File: src/sv/grid_maze_dfs_solver_assert.svh
// ----------------------------------------------------------------------------
// grid_maze_dfs_solver_assert.svh
// Assertion macros shared by the maze solver modules. They expect a clock
// named clk and a synchronous active-high reset named rst in scope.
// ----------------------------------------------------------------------------
`ifndef GRID_MAZE_DFS_SOLVER_ASSERT_SVH
`define GRID_MAZE_DFS_SOLVER_ASSERT_SVH

// same-cycle implication
`define GMDS_ASSERT_IMPL(label, ante, cons, msg) \
  label: assert property (@(posedge clk) disable iff (rst) (ante) |-> (cons)) \
    else $error(msg);

// next-cycle implication
`define GMDS_ASSERT_NEXT(label, ante, cons, msg) \
  label: assert property (@(posedge clk) disable iff (rst) (ante) |=> (cons)) \
    else $error(msg);

`endif

File: src/sv/gmds_pkg.sv
// ----------------------------------------------------------------------------
// gmds_pkg
// Types, codes and defaults shared by the grid maze solver modules.
// ----------------------------------------------------------------------------
package gmds_pkg;

  localparam int GMDS_GRID_SIZE = 8;

  localparam logic [2:0] MARK_EMPTY = 3'd0;
  localparam logic [2:0] MARK_BLOCK = 3'd1;
  localparam logic [2:0] MARK_START = 3'd2;
  localparam logic [2:0] MARK_END   = 3'd3;
  localparam logic [2:0] MARK_PATH  = 3'd4;
  localparam logic [2:0] MARK_DEAD  = 3'd5;

  localparam logic [2:0] DIR_UP    = 3'd0;
  localparam logic [2:0] DIR_RIGHT = 3'd1;
  localparam logic [2:0] DIR_DOWN  = 3'd2;
  localparam logic [2:0] DIR_LEFT  = 3'd3;
  localparam logic [2:0] DIR_DONE  = 3'd4;

  typedef enum logic [1:0] {
    ACT_WRITE = 2'd0,
    ACT_RUN   = 2'd1,
    ACT_READ  = 2'd2,
    ACT_CLEAR = 2'd3
  } action_t;

  typedef enum logic [2:0] {
    ST_IDLE,
    ST_SWEEP,
    ST_LOOK,
    ST_ENTER,
    ST_STEP,
    ST_POP_LD,
    ST_DONE,
    ST_RDOUT
  } state_t;

  typedef enum logic [3:0] {
    OP_NONE,
    OP_ACCEPT,
    OP_SWEEP,
    OP_LOOK,
    OP_ENTER,
    OP_STEP,
    OP_POP,
    OP_POP_LOAD,
    OP_OUT_RUN,
    OP_OUT_READ
  } dp_op_t;

  typedef struct packed {
    dp_op_t op;
  } cmd_t;

  typedef struct packed {
    logic sweep_done;
    logic start_inside;
    logic enter_end;
    logic sp_zero;
    logic sp_last;
    logic dir_done;
    logic nbr_ok;
    logic out_busy;
  } sts_t;

endpackage

File: src/sv/gmds_ram.sv
// ----------------------------------------------------------------------------
// gmds_ram
// Generic simple dual-port RAM: one write port, one read port, registered
// read data.
// ----------------------------------------------------------------------------
module gmds_ram #(
  parameter int WIDTH = 8,
  parameter int DEPTH = 64,
  localparam int AW = (DEPTH > 1) ? $clog2(DEPTH) : 1
) (
  input  logic             clk,
  input  logic             we,
  input  logic [AW-1:0]    waddr,
  input  logic [WIDTH-1:0] wdata,
  input  logic             re,
  input  logic [AW-1:0]    raddr,
  output logic [WIDTH-1:0] rdata
);

  logic [WIDTH-1:0] mem [DEPTH];

  always_ff @(posedge clk) begin
    if (we) begin
      mem[waddr] <= wdata;
    end
    if (re) begin
      rdata <= mem[raddr];
    end
  end

endmodule

File: src/sv/gmds_ctrl.sv
// ----------------------------------------------------------------------------
// gmds_ctrl
// Control FSM: sequences item handling, the mark sweep, and the depth-first
// walk (step, enter, pop), one datapath operation per cycle unless stalled.
// ----------------------------------------------------------------------------
module gmds_ctrl import gmds_pkg::*; (
  input  logic       clk,
  input  logic       rst,
  input  logic       in_valid,
  input  logic [1:0] action,
  output logic       in_stall,
  input  sts_t       sts,
  output cmd_t       cmd
);

  state_t state, state_next;

  always_ff @(posedge clk) begin
    if (rst) begin
      state <= ST_IDLE;
    end else begin
      state <= state_next;
    end
  end

  always_comb begin
    state_next = state;
    case (state)
      ST_IDLE: begin
        if (in_valid) begin
          case (action_t'(action))
            ACT_RUN:  state_next = ST_SWEEP;
            ACT_READ: state_next = ST_RDOUT;
            default:  state_next = ST_IDLE;
          endcase
        end
      end
      ST_SWEEP: begin
        if (sts.sweep_done) begin
          state_next = sts.start_inside ? ST_LOOK : ST_DONE;
        end
      end
      ST_LOOK:  state_next = ST_ENTER;
      ST_ENTER: state_next = sts.enter_end ? ST_DONE : ST_STEP;
      ST_STEP: begin
        if (sts.sp_zero) begin
          state_next = ST_DONE;
        end else if (sts.dir_done) begin
          state_next = sts.sp_last ? ST_STEP : ST_POP_LD;
        end else begin
          state_next = sts.nbr_ok ? ST_ENTER : ST_STEP;
        end
      end
      ST_POP_LD: state_next = ST_STEP;
      ST_DONE: begin
        if (!sts.out_busy) begin
          state_next = ST_IDLE;
        end
      end
      ST_RDOUT: begin
        if (!sts.out_busy) begin
          state_next = ST_IDLE;
        end
      end
      default: state_next = ST_IDLE;
    endcase
  end

  always_comb begin
    in_stall = (state != ST_IDLE);
    cmd.op   = OP_NONE;
    case (state)
      ST_IDLE:   cmd.op = in_valid ? OP_ACCEPT : OP_NONE;
      ST_SWEEP:  cmd.op = OP_SWEEP;
      ST_LOOK:   cmd.op = OP_LOOK;
      ST_ENTER:  cmd.op = OP_ENTER;
      ST_STEP: begin
        if (sts.sp_zero) begin
          cmd.op = OP_NONE;
        end else if (sts.dir_done) begin
          cmd.op = OP_POP;
        end else begin
          cmd.op = OP_STEP;
        end
      end
      ST_POP_LD: cmd.op = OP_POP_LOAD;
      ST_DONE:   cmd.op = sts.out_busy ? OP_NONE : OP_OUT_RUN;
      ST_RDOUT:  cmd.op = sts.out_busy ? OP_NONE : OP_OUT_READ;
      default:   cmd.op = OP_NONE;
    endcase
  end

endmodule

File: src/sv/gmds_dp.sv
// ----------------------------------------------------------------------------
// gmds_dp
// Datapath: grid mark memory with per-cell valid bits, walk stack memory with
// the top entry held in registers, neighbor generation, and result register.
// ----------------------------------------------------------------------------
`include "grid_maze_dfs_solver_assert.svh"

module gmds_dp import gmds_pkg::*; #(
  parameter int GRID_SIZE = GMDS_GRID_SIZE
) (
  input  logic       clk,
  input  logic       rst,
  input  cmd_t       cmd,
  output sts_t       sts,
  input  logic [1:0] action,
  input  logic [2:0] row,
  input  logic [2:0] column,
  input  logic [1:0] cell_kind,
  output logic       out_valid,
  input  logic       out_stall,
  output logic       found,
  output logic [2:0] cell_mark
);

  localparam int CW          = $clog2(GRID_SIZE);
  localparam int CELL_COUNT  = GRID_SIZE * GRID_SIZE;
  localparam int IW          = $clog2(CELL_COUNT);
  localparam int SCW         = $clog2(CELL_COUNT + 1);
  localparam int STACK_DEPTH = CELL_COUNT + 4;
  localparam int SAW         = $clog2(STACK_DEPTH);
  localparam int SPW         = $clog2(STACK_DEPTH + 1);
  localparam int SEW         = 2 * CW + 4;
  localparam logic [CW-1:0] LAST = CW'(GRID_SIZE - 1);

  function automatic logic [IW-1:0] cell_idx(input logic [CW-1:0] r,
                                             input logic [CW-1:0] c);
    return IW'(int'(r) * GRID_SIZE + int'(c));
  endfunction

  // grid memory ports
  logic            g_we, g_re;
  logic [IW-1:0]   g_waddr, g_raddr;
  logic [2:0]      g_wdata, g_rdata;
  // stack memory ports
  logic            s_we, s_re;
  logic [SAW-1:0]  s_waddr, s_raddr;
  logic [SEW-1:0]  s_wdata, s_rdata;

  logic [CELL_COUNT-1:0] valid;
  logic                  rd_vld;
  logic [2:0]            mark_q;

  logic [CW-1:0]  run_row, run_col;
  logic           run_inside, item_inside;
  logic [SCW-1:0] sweep_cnt, sweep_prev;
  logic [SPW-1:0] sp, sp_m1, sp_m2;
  logic [CW-1:0]  top_row, top_col, nbr_row, nbr_col, cand_row, cand_col;
  logic [2:0]     top_dir;
  logic           top_start;
  logic           found_q;

  action_t        act;
  logic           in_inside;
  logic [IW-1:0]  in_idx;
  logic           nbr_ok, sweep_done, sp_full, from_start;
  logic           is_empty, is_start, is_end, enter_end, enter_push;

  assign act        = action_t'(action);
  assign in_inside  = (int'(row) < GRID_SIZE) && (int'(column) < GRID_SIZE);
  assign in_idx     = cell_idx(CW'(row), CW'(column));
  assign mark_q     = rd_vld ? g_rdata : MARK_EMPTY;
  assign sweep_done = (sweep_cnt == SCW'(CELL_COUNT));
  assign sweep_prev = sweep_cnt - 1'b1;
  assign sp_m1      = sp - 1'b1;
  assign sp_m2      = sp - SPW'(2);
  assign sp_full    = (sp >= SPW'(STACK_DEPTH));
  assign from_start = (sp != '0) && top_start;

  assign is_empty   = (mark_q == MARK_EMPTY);
  assign is_start   = (mark_q == MARK_START);
  assign is_end     = (mark_q == MARK_END);
  assign enter_end  = is_end;
  assign enter_push = (is_empty || is_start) && !(is_start && from_start) && !sp_full;

  always_comb begin
    cand_row = top_row;
    cand_col = top_col;
    nbr_ok   = 1'b0;
    case (top_dir)
      DIR_UP: begin
        nbr_ok   = (top_row != '0);
        cand_row = top_row - 1'b1;
      end
      DIR_RIGHT: begin
        nbr_ok   = (top_col != LAST);
        cand_col = top_col + 1'b1;
      end
      DIR_DOWN: begin
        nbr_ok   = (top_row != LAST);
        cand_row = top_row + 1'b1;
      end
      DIR_LEFT: begin
        nbr_ok   = (top_col != '0);
        cand_col = top_col - 1'b1;
      end
      default: nbr_ok = 1'b0;
    endcase
  end

  always_comb begin
    g_we    = 1'b0;
    g_waddr = '0;
    g_wdata = MARK_EMPTY;
    g_re    = 1'b0;
    g_raddr = '0;
    case (cmd.op)
      OP_ACCEPT: begin
        case (act)
          ACT_WRITE: begin
            g_we    = in_inside;
            g_waddr = in_idx;
            g_wdata = {1'b0, cell_kind};
          end
          ACT_READ: begin
            g_re    = 1'b1;
            g_raddr = in_idx;
          end
          default: g_re = 1'b0;
        endcase
      end
      OP_SWEEP: begin
        g_re    = !sweep_done;
        g_raddr = sweep_cnt[IW-1:0];
        g_we    = (sweep_cnt != '0) && ((mark_q == MARK_PATH) || (mark_q == MARK_DEAD));
        g_waddr = sweep_prev[IW-1:0];
        g_wdata = MARK_EMPTY;
      end
      OP_LOOK: begin
        g_re    = 1'b1;
        g_raddr = cell_idx(run_row, run_col);
      end
      OP_STEP: begin
        g_re    = nbr_ok;
        g_raddr = cell_idx(cand_row, cand_col);
      end
      OP_ENTER: begin
        g_we    = enter_push && is_empty;
        g_waddr = cell_idx(nbr_row, nbr_col);
        g_wdata = MARK_PATH;
      end
      OP_POP: begin
        g_we    = !top_start;
        g_waddr = cell_idx(top_row, top_col);
        g_wdata = MARK_DEAD;
      end
      default: g_re = 1'b0;
    endcase
  end

  assign s_we    = (cmd.op == OP_ENTER) && !enter_end && enter_push && (sp != '0);
  assign s_waddr = sp_m1[SAW-1:0];
  assign s_wdata = {top_row, top_col, top_dir, top_start};
  assign s_re    = (cmd.op == OP_POP) && (sp > SPW'(1));
  assign s_raddr = sp_m2[SAW-1:0];

  gmds_ram #(
    .WIDTH (3),
    .DEPTH (CELL_COUNT)
  ) u_grid_ram (
    .clk   (clk),
    .we    (g_we),
    .waddr (g_waddr),
    .wdata (g_wdata),
    .re    (g_re),
    .raddr (g_raddr),
    .rdata (g_rdata)
  );

  gmds_ram #(
    .WIDTH (SEW),
    .DEPTH (STACK_DEPTH)
  ) u_stack_ram (
    .clk   (clk),
    .we    (s_we),
    .waddr (s_waddr),
    .wdata (s_wdata),
    .re    (s_re),
    .raddr (s_raddr),
    .rdata (s_rdata)
  );

  // valid bits: a cell never written since reset or clear reads as empty
  always_ff @(posedge clk) begin
    if (rst) begin
      valid <= '0;
    end else if ((cmd.op == OP_ACCEPT) && (act == ACT_CLEAR)) begin
      valid <= '0;
    end else if (g_we) begin
      valid[g_waddr] <= 1'b1;
    end
  end

  always_ff @(posedge clk) begin
    if (g_re) begin
      rd_vld <= valid[g_raddr];
    end
  end

  always_ff @(posedge clk) begin
    if (rst) begin
      sp <= '0;
    end else begin
      case (cmd.op)
        OP_ACCEPT: begin
          if ((act == ACT_RUN) || (act == ACT_CLEAR)) begin
            sp <= '0;
          end
        end
        OP_ENTER: begin
          if (!enter_end && enter_push) begin
            sp <= sp + 1'b1;
          end
        end
        OP_POP:  sp <= sp_m1;
        default: sp <= sp;
      endcase
    end
  end

  always_ff @(posedge clk) begin
    case (cmd.op)
      OP_ACCEPT: begin
        item_inside <= in_inside;
        if (act == ACT_RUN) begin
          run_row    <= CW'(row);
          run_col    <= CW'(column);
          run_inside <= in_inside;
          sweep_cnt  <= '0;
          found_q    <= 1'b0;
        end
      end
      OP_SWEEP: sweep_cnt <= sweep_cnt + 1'b1;
      OP_LOOK: begin
        nbr_row <= run_row;
        nbr_col <= run_col;
      end
      OP_STEP: begin
        top_dir <= top_dir + 1'b1;
        if (nbr_ok) begin
          nbr_row <= cand_row;
          nbr_col <= cand_col;
        end
      end
      OP_ENTER: begin
        if (enter_end) begin
          found_q <= 1'b1;
        end else if (enter_push) begin
          top_row   <= nbr_row;
          top_col   <= nbr_col;
          top_dir   <= DIR_UP;
          top_start <= is_start;
        end
      end
      OP_POP_LOAD: {top_row, top_col, top_dir, top_start} <= s_rdata;
      default: found_q <= found_q;
    endcase
  end

  always_ff @(posedge clk) begin
    if (rst) begin
      out_valid <= 1'b0;
    end else if ((cmd.op == OP_OUT_RUN) || (cmd.op == OP_OUT_READ)) begin
      out_valid <= 1'b1;
    end else if (!out_stall) begin
      out_valid <= 1'b0;
    end
  end

  always_ff @(posedge clk) begin
    if (cmd.op == OP_OUT_RUN) begin
      found     <= found_q;
      cell_mark <= MARK_EMPTY;
    end else if (cmd.op == OP_OUT_READ) begin
      found     <= 1'b0;
      cell_mark <= item_inside ? mark_q : MARK_EMPTY;
    end
  end

  assign sts.sweep_done   = sweep_done;
  assign sts.start_inside = run_inside;
  assign sts.enter_end    = enter_end;
  assign sts.sp_zero      = (sp == '0);
  assign sts.sp_last      = (sp == SPW'(1));
  assign sts.dir_done     = (top_dir == DIR_DONE);
  assign sts.nbr_ok       = nbr_ok;
  assign sts.out_busy     = out_valid && out_stall;

  `GMDS_ASSERT_IMPL(a_sp_range, 1'b1, sp <= SPW'(STACK_DEPTH), "stack pointer past depth")
  `GMDS_ASSERT_IMPL(a_pop_nonempty, cmd.op == OP_POP, sp != '0, "pop on empty stack")
  `GMDS_ASSERT_NEXT(a_push_grows, (cmd.op == OP_ENTER) && !enter_end && enter_push, sp == $past(sp) + 1'b1, "push did not advance stack")
  `GMDS_ASSERT_NEXT(a_pop_shrinks, cmd.op == OP_POP, sp == $past(sp) - 1'b1, "pop did not retire entry")
  `GMDS_ASSERT_IMPL(a_no_rw_clash, g_we && g_re, g_waddr != g_raddr, "grid read and write collide")

endmodule

File: src/sv/grid_maze_dfs_solver.sv
// Write and clear give no result and leave the block idle; a read registers the grid
// data, then loads it into the result register. A run sweeps the grid memory, loads
// the start cell, then walks: a direction off the grid only steps on, a neighbor takes
// a registered grid read and an enter, a backtrack a pop and a top reload (none for the
// last), then a result load. One item at a time; the result register frees the input.
// Reset (synchronous): grid reads as all empty at once via per-cell valid bits.
// ----------------------------------------------------------------------------
// grid_maze_dfs_solver
// Grid maze loader and depth-first search solver: controller plus datapath.
// ----------------------------------------------------------------------------
module grid_maze_dfs_solver import gmds_pkg::*; #(
  parameter int GRID_SIZE = GMDS_GRID_SIZE
) (
  input  logic       clk,
  input  logic       rst,
  input  logic       in_valid,
  output logic       in_stall,
  input  logic [1:0] action,
  input  logic [2:0] row,
  input  logic [2:0] column,
  input  logic [1:0] cell_kind,
  output logic       out_valid,
  input  logic       out_stall,
  output logic       found,
  output logic [2:0] cell_mark
);

  cmd_t cmd;
  sts_t sts;

  gmds_ctrl u_ctrl (
    .clk      (clk),
    .rst      (rst),
    .in_valid (in_valid),
    .action   (action),
    .in_stall (in_stall),
    .sts      (sts),
    .cmd      (cmd)
  );

  gmds_dp #(
    .GRID_SIZE (GRID_SIZE)
  ) u_dp (
    .clk       (clk),
    .rst       (rst),
    .cmd       (cmd),
    .sts       (sts),
    .action    (action),
    .row       (row),
    .column    (column),
    .cell_kind (cell_kind),
    .out_valid (out_valid),
    .out_stall (out_stall),
    .found     (found),
    .cell_mark (cell_mark)
  );

endmodule

File: config.mk
export PLATFORM = sky130hd
export DESIGN_NAME = grid_maze_dfs_solver
export DESIGN_NICKNAME = d
export VERILOG_FILES = /design/src/sv/gmds_pkg.sv /design/src/sv/gmds_ram.sv /design/src/sv/gmds_ctrl.sv /design/src/sv/gmds_dp.sv /design/src/sv/grid_maze_dfs_solver.sv
export VERILOG_INCLUDE_DIRS = /design/src /design/src/sv
export SDC_FILE = /design/constraint.sdc
export NUM_CORES = 1
export LEC_CHECK = 0
export BUFFER_PORTS_ARGS = -buffer_cell sky130_fd_sc_hd__buf_2
export CAP_MARGIN = 0
export CORE_MARGIN = 4
export CORE_UTILIZATION = 36
export DETAILED_ROUTE_END_ITERATION = 7
export GPL_TIMING_DRIVEN = 0
export MAX_ROUTING_LAYER = met4
export SYNTH_ARGS = -nofsm -noshare
export SYNTH_HDL_FRONTEND = slang
export SYNTH_SLANG_ARGS = --single-unit
File: constraint.sdc
create_clock -name clk -period 13.13 [get_ports clk]
set_input_delay 0 -clock clk [delete_from_list [all_inputs] [get_ports clk]]
set_output_delay 0 -clock clk [all_outputs]
set_load 0.01 [all_outputs]
==> summary.md, run 1 <==
| Metric | Value |
|---|---|
| Worst-path cell chain | clkbuf_1 -> clkbuf_1 -> clkbuf_1 -> buf_1 -> inv_1 -> ha_1 -> or4b_4 -> o211ai_4 -> o22ai_1 -> a41oi_1 -> nor2b_1 -> clkbuf_1 -> nand3_1 -> a41oi_1 -> or3_1 -> o22ai_1 -> or2_1 |
| Height of the die | roughly 340 um |
| First-pass GRT wire length | around 150,000 um |
| Power per Cell Area | approximately 190 mW/mm^2 |
| GP Congestion | between 0.8 and 0.9 |
| Total power | between 0.008 and 0.009 W |
| Unrepaired setup endpoints after global routing | no |
| # setup viols final | 0 |
| Crit path required time | about 14 ns |
| Ports | 20 |
| Final Util | 0.4168 |
| Slowest-stage cell, CP | clkbuf_1 |
| Simple-Gate Fraction of Synth Area | 0.06919 |
| Maximum VDD drop | 0.0001139 V |
| Core region area | 0.1107 sq mm |
| Fin crit share | 0.5571 |
| Largest family of logic cells by synthesized area | multiplexers |
| Antenna violations before repair | 1 |
| Most frequent cells in the layout | 917 x edfxtp_1, 294 x nand2_1, 210 x mux4_2 |
| Worst min path class | input pin to register |
| DRT iter0 DRCs | about 3,000 |
| Cell mode on critical path | clkbuf_1 |
| Starting Density | 0.3626 |
| Placed Cells incl. Taps | ~3,900 |
| Drc violations | 0 |
| Clock Path Buffers | 3 |
| Gate power share | 0.267 |
| Startpoint types | register |
| Final count of hold timing violations | 0 |
| Slew margin rel. | 0.1335 |
| Via Count | 22,320 |
| Worst-margin pin slew | approximately 1.3 ns |
| Layout cells sized above 1 | 0.1820 |
| Internal power | 0.005957 W |
| TritonCTS Buffers | 96 |
| Most common cell after layout, fill and taps aside | edfxtp_1 |
| Post-DP HPWL | between 60,000 and 70,000 um |
| Number of global-route vias before repair | about 22,000 |
| Largest net degree at the start of global routing | 47 |
| Post-route clock skew | 0.03386 ns |
| Aggregate global routing overflow | 0 |
| Clock slew at reported path FFs | about 0.060 ns |
| Area growth syn-to-layout | 14.93% |
| Total negative slack | 0 ns |
| Post-Synthesis Cell Area | 0.04013 sq mm |
| Post-layout min period | 7.315 ns |
| Mux cell area share after synthesis | 0.1306 |
| Die width | between 300 and 400 um |
| Mapped Cells | about 2,400 |
| Max Cap Viol | 0 |
| Post-route ant nets | 0 |
| WL per Instance | roughly 25 um |
| Fmax | between 100 and 150 MHz |
| Post-Synth Adder-Cell Area | 0.006610 |
| Via density per instance | around 5.5 |
| Final Instance Count excl. Fillers | a little over 4,000 |
| Crit path DAT | just under 8 ns |
| Net Count, Synth | 2,390 |
| CP Capture Type | register |
| Slowest stage delay, CP | ~0.8 ns |
| Tot GR Track Use | 0.1766 |
| Number of port buffers | 19 |
| Synth top area cells | edfxtp_1 69%, mux4_2 12%, dfxtp_1 3.9%, nand2_1 2.8%, nor2_1 1.7% |
| Critical path class | register to register |
| Post-synth top flop | edfxtp_1 |
| Compound-Gate Fraction of Synth Area | 0.04699 |
| Num rows | 122 |
| CTS tree | done |
| Synth warn | 0 |
| Post-synthesis cell type count | 62 |
| Clock Sink Count | ~1,000 |
| Worst-path maximum fanout | 10 |
| Flop and latch count out of synthesis | approximately 1,000 |
| Avg Cell Area, Syn | between 15 and 20 sq um |
| Cell taking the most area after synthesis | edfxtp_1 |
| Clk Latency, worst-skew pair | between 0.6 and 0.7 ns |
| Final wirelength | around 100,000 um |
| First-pass DRT Iterations | 5 |
| Post-synth EDFFs | just over 900 |
| Die area | 0.1169 sq mm |
| Leakage | around 14 nW |
| Final net count | between 2,000 and 3,000 |
| Post-CTS Resized | 0 |
| XOR/XNOR Fraction of Synth Area | 0.005675 |
| CTS root buf | clkbuf_16 |
| Area after DPL | roughly 0.043 sq mm |
| Share of the synthesized area in the top cell type | 0.6862 |
| Sequential share of power | 0.419 |
| Sw Share | 0.3108 |
| Clock share of power | 0.314 |
| Max Slew Vio Count | 0 |
| Status | completed |
| NetSw | 0.002686 W |
| Final Instance Area | about 0.046 sq mm |
| Htree depth | 3 |
| Synth async-reset ratio | 0 |
| Sequential area share after synthesis | 0.7251 |
path summary, 6_finish.rpt:
check,startpoint,depth (start not counted),end,slack [ns]
setup reg to reg,u_dp.sp[1],17,u_dp.u_grid_ram.rdata[0],5.82
setup / recovery,u_dp.sp[1],17,u_dp.u_grid_ram.rdata[0],5.82
hold / removal,cell_kind[1],2,u_dp.u_grid_ram.mem[25][1],0.09
hold reg to reg,u_dp.cell_mark[0],2,u_dp.cell_mark[0],0.45
power by group through the flow:
| stage | Combinational, W | Sequential, W | Clock [W] |
|---|---|---|---|
| 3_3_place_gp | 0.00215 | 0.00375 | 0 |
| 2_1_floorplan | 0.00142 | 0.00369 | 0 |
| 6_report | 0.00231 | 0.00362 | 0.00272 |
| 5_1_grt | 0.00245 | 0.00363 | 0.00290 |
| 3_5_place_dp | 0.00228 | 0.00369 | 0 |
| 4_1_cts | 0.00229 | 0.00362 | 0.00276 |
timing repair:
item,4_1_cts,5_1_grt
endpoints found under the hold margin,25,0
buffers inserted,0,0
hold buffers,11,0
synthesized netlist by cell type, types with 10 or more instances:
cell type  count
dfxtp_1       78
clkbuf_1      66
or3_1         10
nor2b_1       22
edfxtp_1     917
o22ai_1       10
nand3_1       92
a41oi_1       17
nand2_1      296
buf_1         19
mux2i_1       32
buf_2         31
ha_1          18
xnor2_1       11
inv_1         19
a21oi_1       33
a32oi_1       11
o21ai_0       26
a32o_1        13
a211oi_1      16
mux4_2       210
xor2_1        15
mux2_2        17
o21a_1        68
a31oi_1       20
nor2_1       183
flip-flops by register name, indices dropped and copies added, names as in the netlist, 3 cells and up:
name	flops
u_dp.u_grid_ram.rdata	3
u_dp.run_row	3
u_dp.run_col	3
u_dp.top_col	3
u_dp.nbr_row	3
u_dp.cell_mark	3
u_dp.top_dir	3
u_dp.u_stack_ram.mem	680
u_dp.sweep_cnt	7
u_ctrl.state	3
u_dp.valid	64
u_dp.top_row	3
u_dp.u_stack_ram.rdata	10
u_dp.u_grid_ram.mem	192
u_dp.nbr_col	3
u_dp.sp	7
final cells by class:
cell class | instances | area [sq um]
Clock buffer | 120 | 2544
Antenna cell | 1 | 2.502
Inverter | 19 | 71.32
Buffer | 126 | 564.3
Multi-Input combinational cell | 1216 | 10400
Fill cell | 9674 | 64550
Tap cell | 1488 | 1862
Sequential cell | 995 | 29100
Clock inverter | 56 | 554.3
Timing Repair Buffer | 61 | 1023
metrics by stage:
stage / hold slack, ns / setup slack [ns]
3_3_place_gp: 0.2403 / 5.281
2_1_floorplan: 0.07276 / 8.372
3_5_place_dp: 0.2473 / 5.848
4_1_cts: 0.04395 / 5.851
5_1_grt: 0.08392 / 5.440
6_report: 0.08880 / 5.815
kinds of logic after synthesis:
kind of cell	count (synthesis)
flip-flops	995
AND/OR/NAND/NOR	651
AO/OA/AOI/OAI	260
multiplexers	259
buffers and inverters	145
XOR/XNOR	26
adder cells (fa/ha/maj)	20
layer usage:
metal,track usage,part of all wire
met5,-,0
met4,0.04390,0.019
met3,0.02961,0.076
met2,0.2732,0.47
met1,0.2455,0.43
critical path: cells and delay by family (launching register included):
kind                       cells  cell delay (ns)
buffers and inverters          6             3.49
and+or+nand+nor                5             1.60
AOI/OAI and AO/OA              5             1.17
DFF                            1             0.43
adders and majority gates      1             0.37
(Power assumes the default switching activity.)
==> run 2, diff against run 1 <==
==> constraint.sdc (replaced) <==
create_clock -name clk -period 5.92 [get_ports clk]
set_input_delay 0 -clock clk [delete_from_list [all_inputs] [get_ports clk]]
set_output_delay 0 -clock clk [all_outputs]
set_load 0.01 [all_outputs]
==> summary.md, run 2 (synthesis results as in run 1) <==
| Metric | Value |
|---|---|
| Largest regs | u_dp.u_stack_ram.mem (680), u_dp.u_grid_ram.mem (192), u_dp.valid (64) (unchanged) |
| Htree depth | 3 (unchanged) |
| First-pass DRT Iterations | 6 (was 5) |
| Startpoint types | register (unchanged) |
| GP Congestion | 0.8845 (unchanged) |
| Height of the die | 341.9 um (unchanged) |
| Total power | 0.01923 W (was 0.008644 W) |
| Final net count | 2,547 (was 2,549) |
| Die area | 0.1169 sq mm (unchanged) |
| Power per Cell Area | 413.0 mW/mm^2 (was 187.4 mW/mm^2) |
| Clock Path Buffers | 3 (unchanged) |
| Reg2reg setup slack | 0.13 ns (was 5.82 ns) |
| NetSw | 0.006000 W (was 0.002686 W) |
| Via density per instance | 5.465 (was 5.468) |
| Worst-path maximum fanout | 19 (was 10) |
| Starting Density | 0.3626 (unchanged) |
| Setup bufs post-CTS | 0 (unchanged) |
| Num rows | 122 (unchanged) |
| Antenna violations before repair | 1 (unchanged) |
| Slew margin rel. | 0.1454 (was 0.1335) |
| Grt peak-use layer | met2 (unchanged) |
| TritonCTS Buffers | 96 (unchanged) |
| Path depth of the worst reg2reg path | 14 (was 17) |
| Final count of hold timing violations | 0 (unchanged) |
| Sw Share | 0.3121 (was 0.3108) |
| DRT iter0 DRCs | 2,716 (was 2,955) |
| Clock Sink Count | 995 (unchanged) |
| Slowest stage delay, CP | 0.77 ns (was 0.80 ns) |
| Gate power share | 0.269 (was 0.267) |
| Worst r2r src | u_dp.sp[1] (unchanged) |
| Slowest-stage cell, CP | nor2_2 (was clkbuf_1) |
| Most common cell after layout, fill and taps aside | edfxtp_1 (unchanged) |
| Drc violations | 0 (unchanged) |
| Die width | 341.9 um (unchanged) |
| WL per Instance | 24.66 um (was 24.62 um) |
| Via Count | 22,300 (was 22,320) |
| CP Capture Type | register (unchanged) |
| Fin crit share | 0.9779 (was 0.5571) |
| CTS tree | done (unchanged) |
| Fmax | 172.7 MHz (was 136.7 MHz) |
| Post-DP HPWL | 69,000 um (unchanged) |
| Unrepaired setup endpoints after global routing | yes (was no) |
| Layout cells sized above 1 | 0.2165 (was 0.1820) |
| Setup crit end | u_dp.u_stack_ram.mem[15][3] (was u_dp.u_grid_ram.rdata[0]) |
| Worst-path cell chain | clkbuf_2 -> buf_2 -> buf_2 -> inv_1 -> ha_1 -> or4b_4 -> or2_2 -> clkbuf_1 -> a31oi_1 -> and2_1 -> and3_1 -> clkbuf_1 -> nand2_1 -> nor2_2 (was clkbuf_1 -> clkbuf_1 -> clkbuf_1 -> buf_1 -> inv_1 -> ha_1 -> or4b_4 -> o211ai_4 -> o22ai_1 -> a41oi_1 -> nor2b_1 -> clkbuf_1 -> nand3_1 -> a41oi_1 -> or3_1 -> o22ai_1 -> or2_1) |
| Worst slack, placed | -1.362 ns (was 5.848 ns) |
| WHS Path Cells | 2 (unchanged) |
| Final Instance Area | 0.04656 sq mm (was 0.04612 sq mm) |
| Max Cap Viol | 0 (unchanged) |
| Post-route ant nets | 0 (unchanged) |
| Worst min path class | input pin to register (unchanged) |
| # setup viols final | 0 (unchanged) |
| Largest Register | u_dp.u_stack_ram.mem (unchanged) |
| GR Util met2 | 0.2722 (was 0.2732) |
| Leakage | 14.47 nW (was 14.43 nW) |
| Largest net degree at the start of global routing | 47 (unchanged) |
| Number of global-route vias before repair | 22,330 (about the same) |
| Ports | 20 (unchanged) |
| Area growth syn-to-layout | 16.02% (was 14.93%) |
| Area after DPL | 0.04291 sq mm (unchanged) |
| Tot GR Track Use | 0.1766 (about the same) |
| CP startpoint | u_dp.sp[1] (unchanged) |
| Worst-margin pin slew | 1.273 ns (was 1.291 ns) |
| Crit path required time | 6.21 ns (was 13.54 ns) |
| GR Util met3 | 0.03122 (was 0.02961) |
| Clock share of power | 0.313 (was 0.314) |
| Clk Latency, worst-skew pair | 0.67 ns (about the same) |
| Max Slew Vio Count | 0 (unchanged) |
| Post-layout min period | 5.789 ns (was 7.315 ns) |
| Maximum VDD drop | 0.0002527 V (was 0.0001139 V) |
| Critical path class | register to register (unchanged) |
| Number of flip-flops in the largest register | 680 (unchanged) |
| Post-route clock skew | 0.03114 ns (was 0.03386 ns) |
| Aggregate global routing overflow | 0 (unchanged) |
| Core region area | 0.1107 sq mm (unchanged) |
| Setup WS post-layout | 0.1308 ns (was 5.815 ns) |
| Most frequent cells in the layout | 917 x edfxtp_1, 291 x nand2_1, 210 x mux4_2 (was 917 x edfxtp_1, 294 x nand2_1, 210 x mux4_2) |
| Number of port buffers | 19 (unchanged) |
| Met1 GRT Util | 0.2444 (was 0.2455) |
| Final wirelength | 100,600 um (was 100,500 um) |
| Sequential share of power | 0.418 (was 0.419) |
| Internal power | 0.01323 W (was 0.005957 W) |
| Clock slew at reported path FFs | 0.06 ns (about the same) |
| Crit path DAT | 6.08 ns (was 7.73 ns) |
| Status | completed (unchanged) |
| FF-to-FF End | u_dp.u_stack_ram.mem[15][3] (was u_dp.u_grid_ram.rdata[0]) |
| First-pass GRT wire length | 149,200 um (about the same) |
| CTS root buf | clkbuf_16 (unchanged) |
==> run 2: cell types whose count changed in the layout (fill, tap and decap cells not counted), moves of 4 or more <==
| cell | before | now |
|---|---|---|
| nor2_4 | 0 | 42 |
| nand3_2 | 0 | 4 |
| nor2_1 | 183 | 112 |
| buf_1 | 19 | 15 |
| clkbuf_2 | 0 | 5 |
| clkbuf_1 | 86 | 79 |
| nor2_2 | 0 | 29 |
| buf_2 | 50 | 54 |
| nand3_1 | 92 | 88 |
==> run 2: how the worst min path moves through the flow <==
stage                      start                         end
global placement          row[1]             u_dp.run_row[1]
CTS                 cell_kind[1]  u_dp.u_grid_ram.mem[25][1]
finish              cell_kind[1]  u_dp.u_grid_ram.mem[25][1]
floorplan                    rst                  u_dp.sp[1]
detailed placement        row[1]             u_dp.run_row[1]
global route        cell_kind[1]  u_dp.u_grid_ram.mem[29][1]
==> run 2: worst max-delay path: cells and delay by family, from the launching register on <==
family | cells | cell delay, ns
adder cells (fa/ha/maj) | 1 | 0.33
buffers and inverters | 6 | 1.62
flip-flops | 1 | 0.36
AND/OR/NAND/NOR | 6 | 2.72
AO/OA/AOI/OAI | 1 | 0.35
==> run 2: area by class of cell <==
cell class	count	area, sq um
fill	9609	64110
clock buffer	120	2544
sequential	995	29100
antenna	1	2.502
tap	1488	1862
multi-input combinational	1216	10840
timing repair buffer	61	1023
buffer	124	568.0
inverter	19	71.32
clock inverter	56	554.3
==> run 2: metal layers <==
metal / share of wire / up-vias
met5: 0 / -
met4: 0.020 / 0
met3: 0.079 / 142
met2: 0.48 / 912
met1: 0.43 / 11630
li1: - / 9612
==> run 2: through the flow <==
stage | cells | util | hold WS (ns) | setup TNS [ns]
6_report | 4080 | 0.4207 | 0.09017 | 0
5_1_grt | 4080 | 0.4207 | 0.08392 | -18.66
4_1_cts | 4080 | 0.4200 | 0.04395 | -0.01140
3_5_place_dp | 3894 | 0.3877 | 0.2473 | -831.22
3_3_place_gp | 3863 | 0.3803 | 0.2403 | -1028.97
2_1_floorplan | 2356 | - | 0.07276 | 0
==> run 2: power groups by stage <==
stage,Combinational [W],Sequential [W],Clock (W)
detailed placement,0.00505,0.00818,0
finish,0.00517,0.00803,0.00603
CTS,0.00512,0.00803,0.00613
global route,0.00549,0.00804,0.00644
floorplan,0.00315,0.00819,0
global placement,0.00476,0.00831,0
==> run 2: repair_timing <==
item                       in CTS  in global routing
resized for setup             116                 18
setup endpoints to repair    1141                800
hold endpoints to repair       25                  0
hold buffers                   11                  0
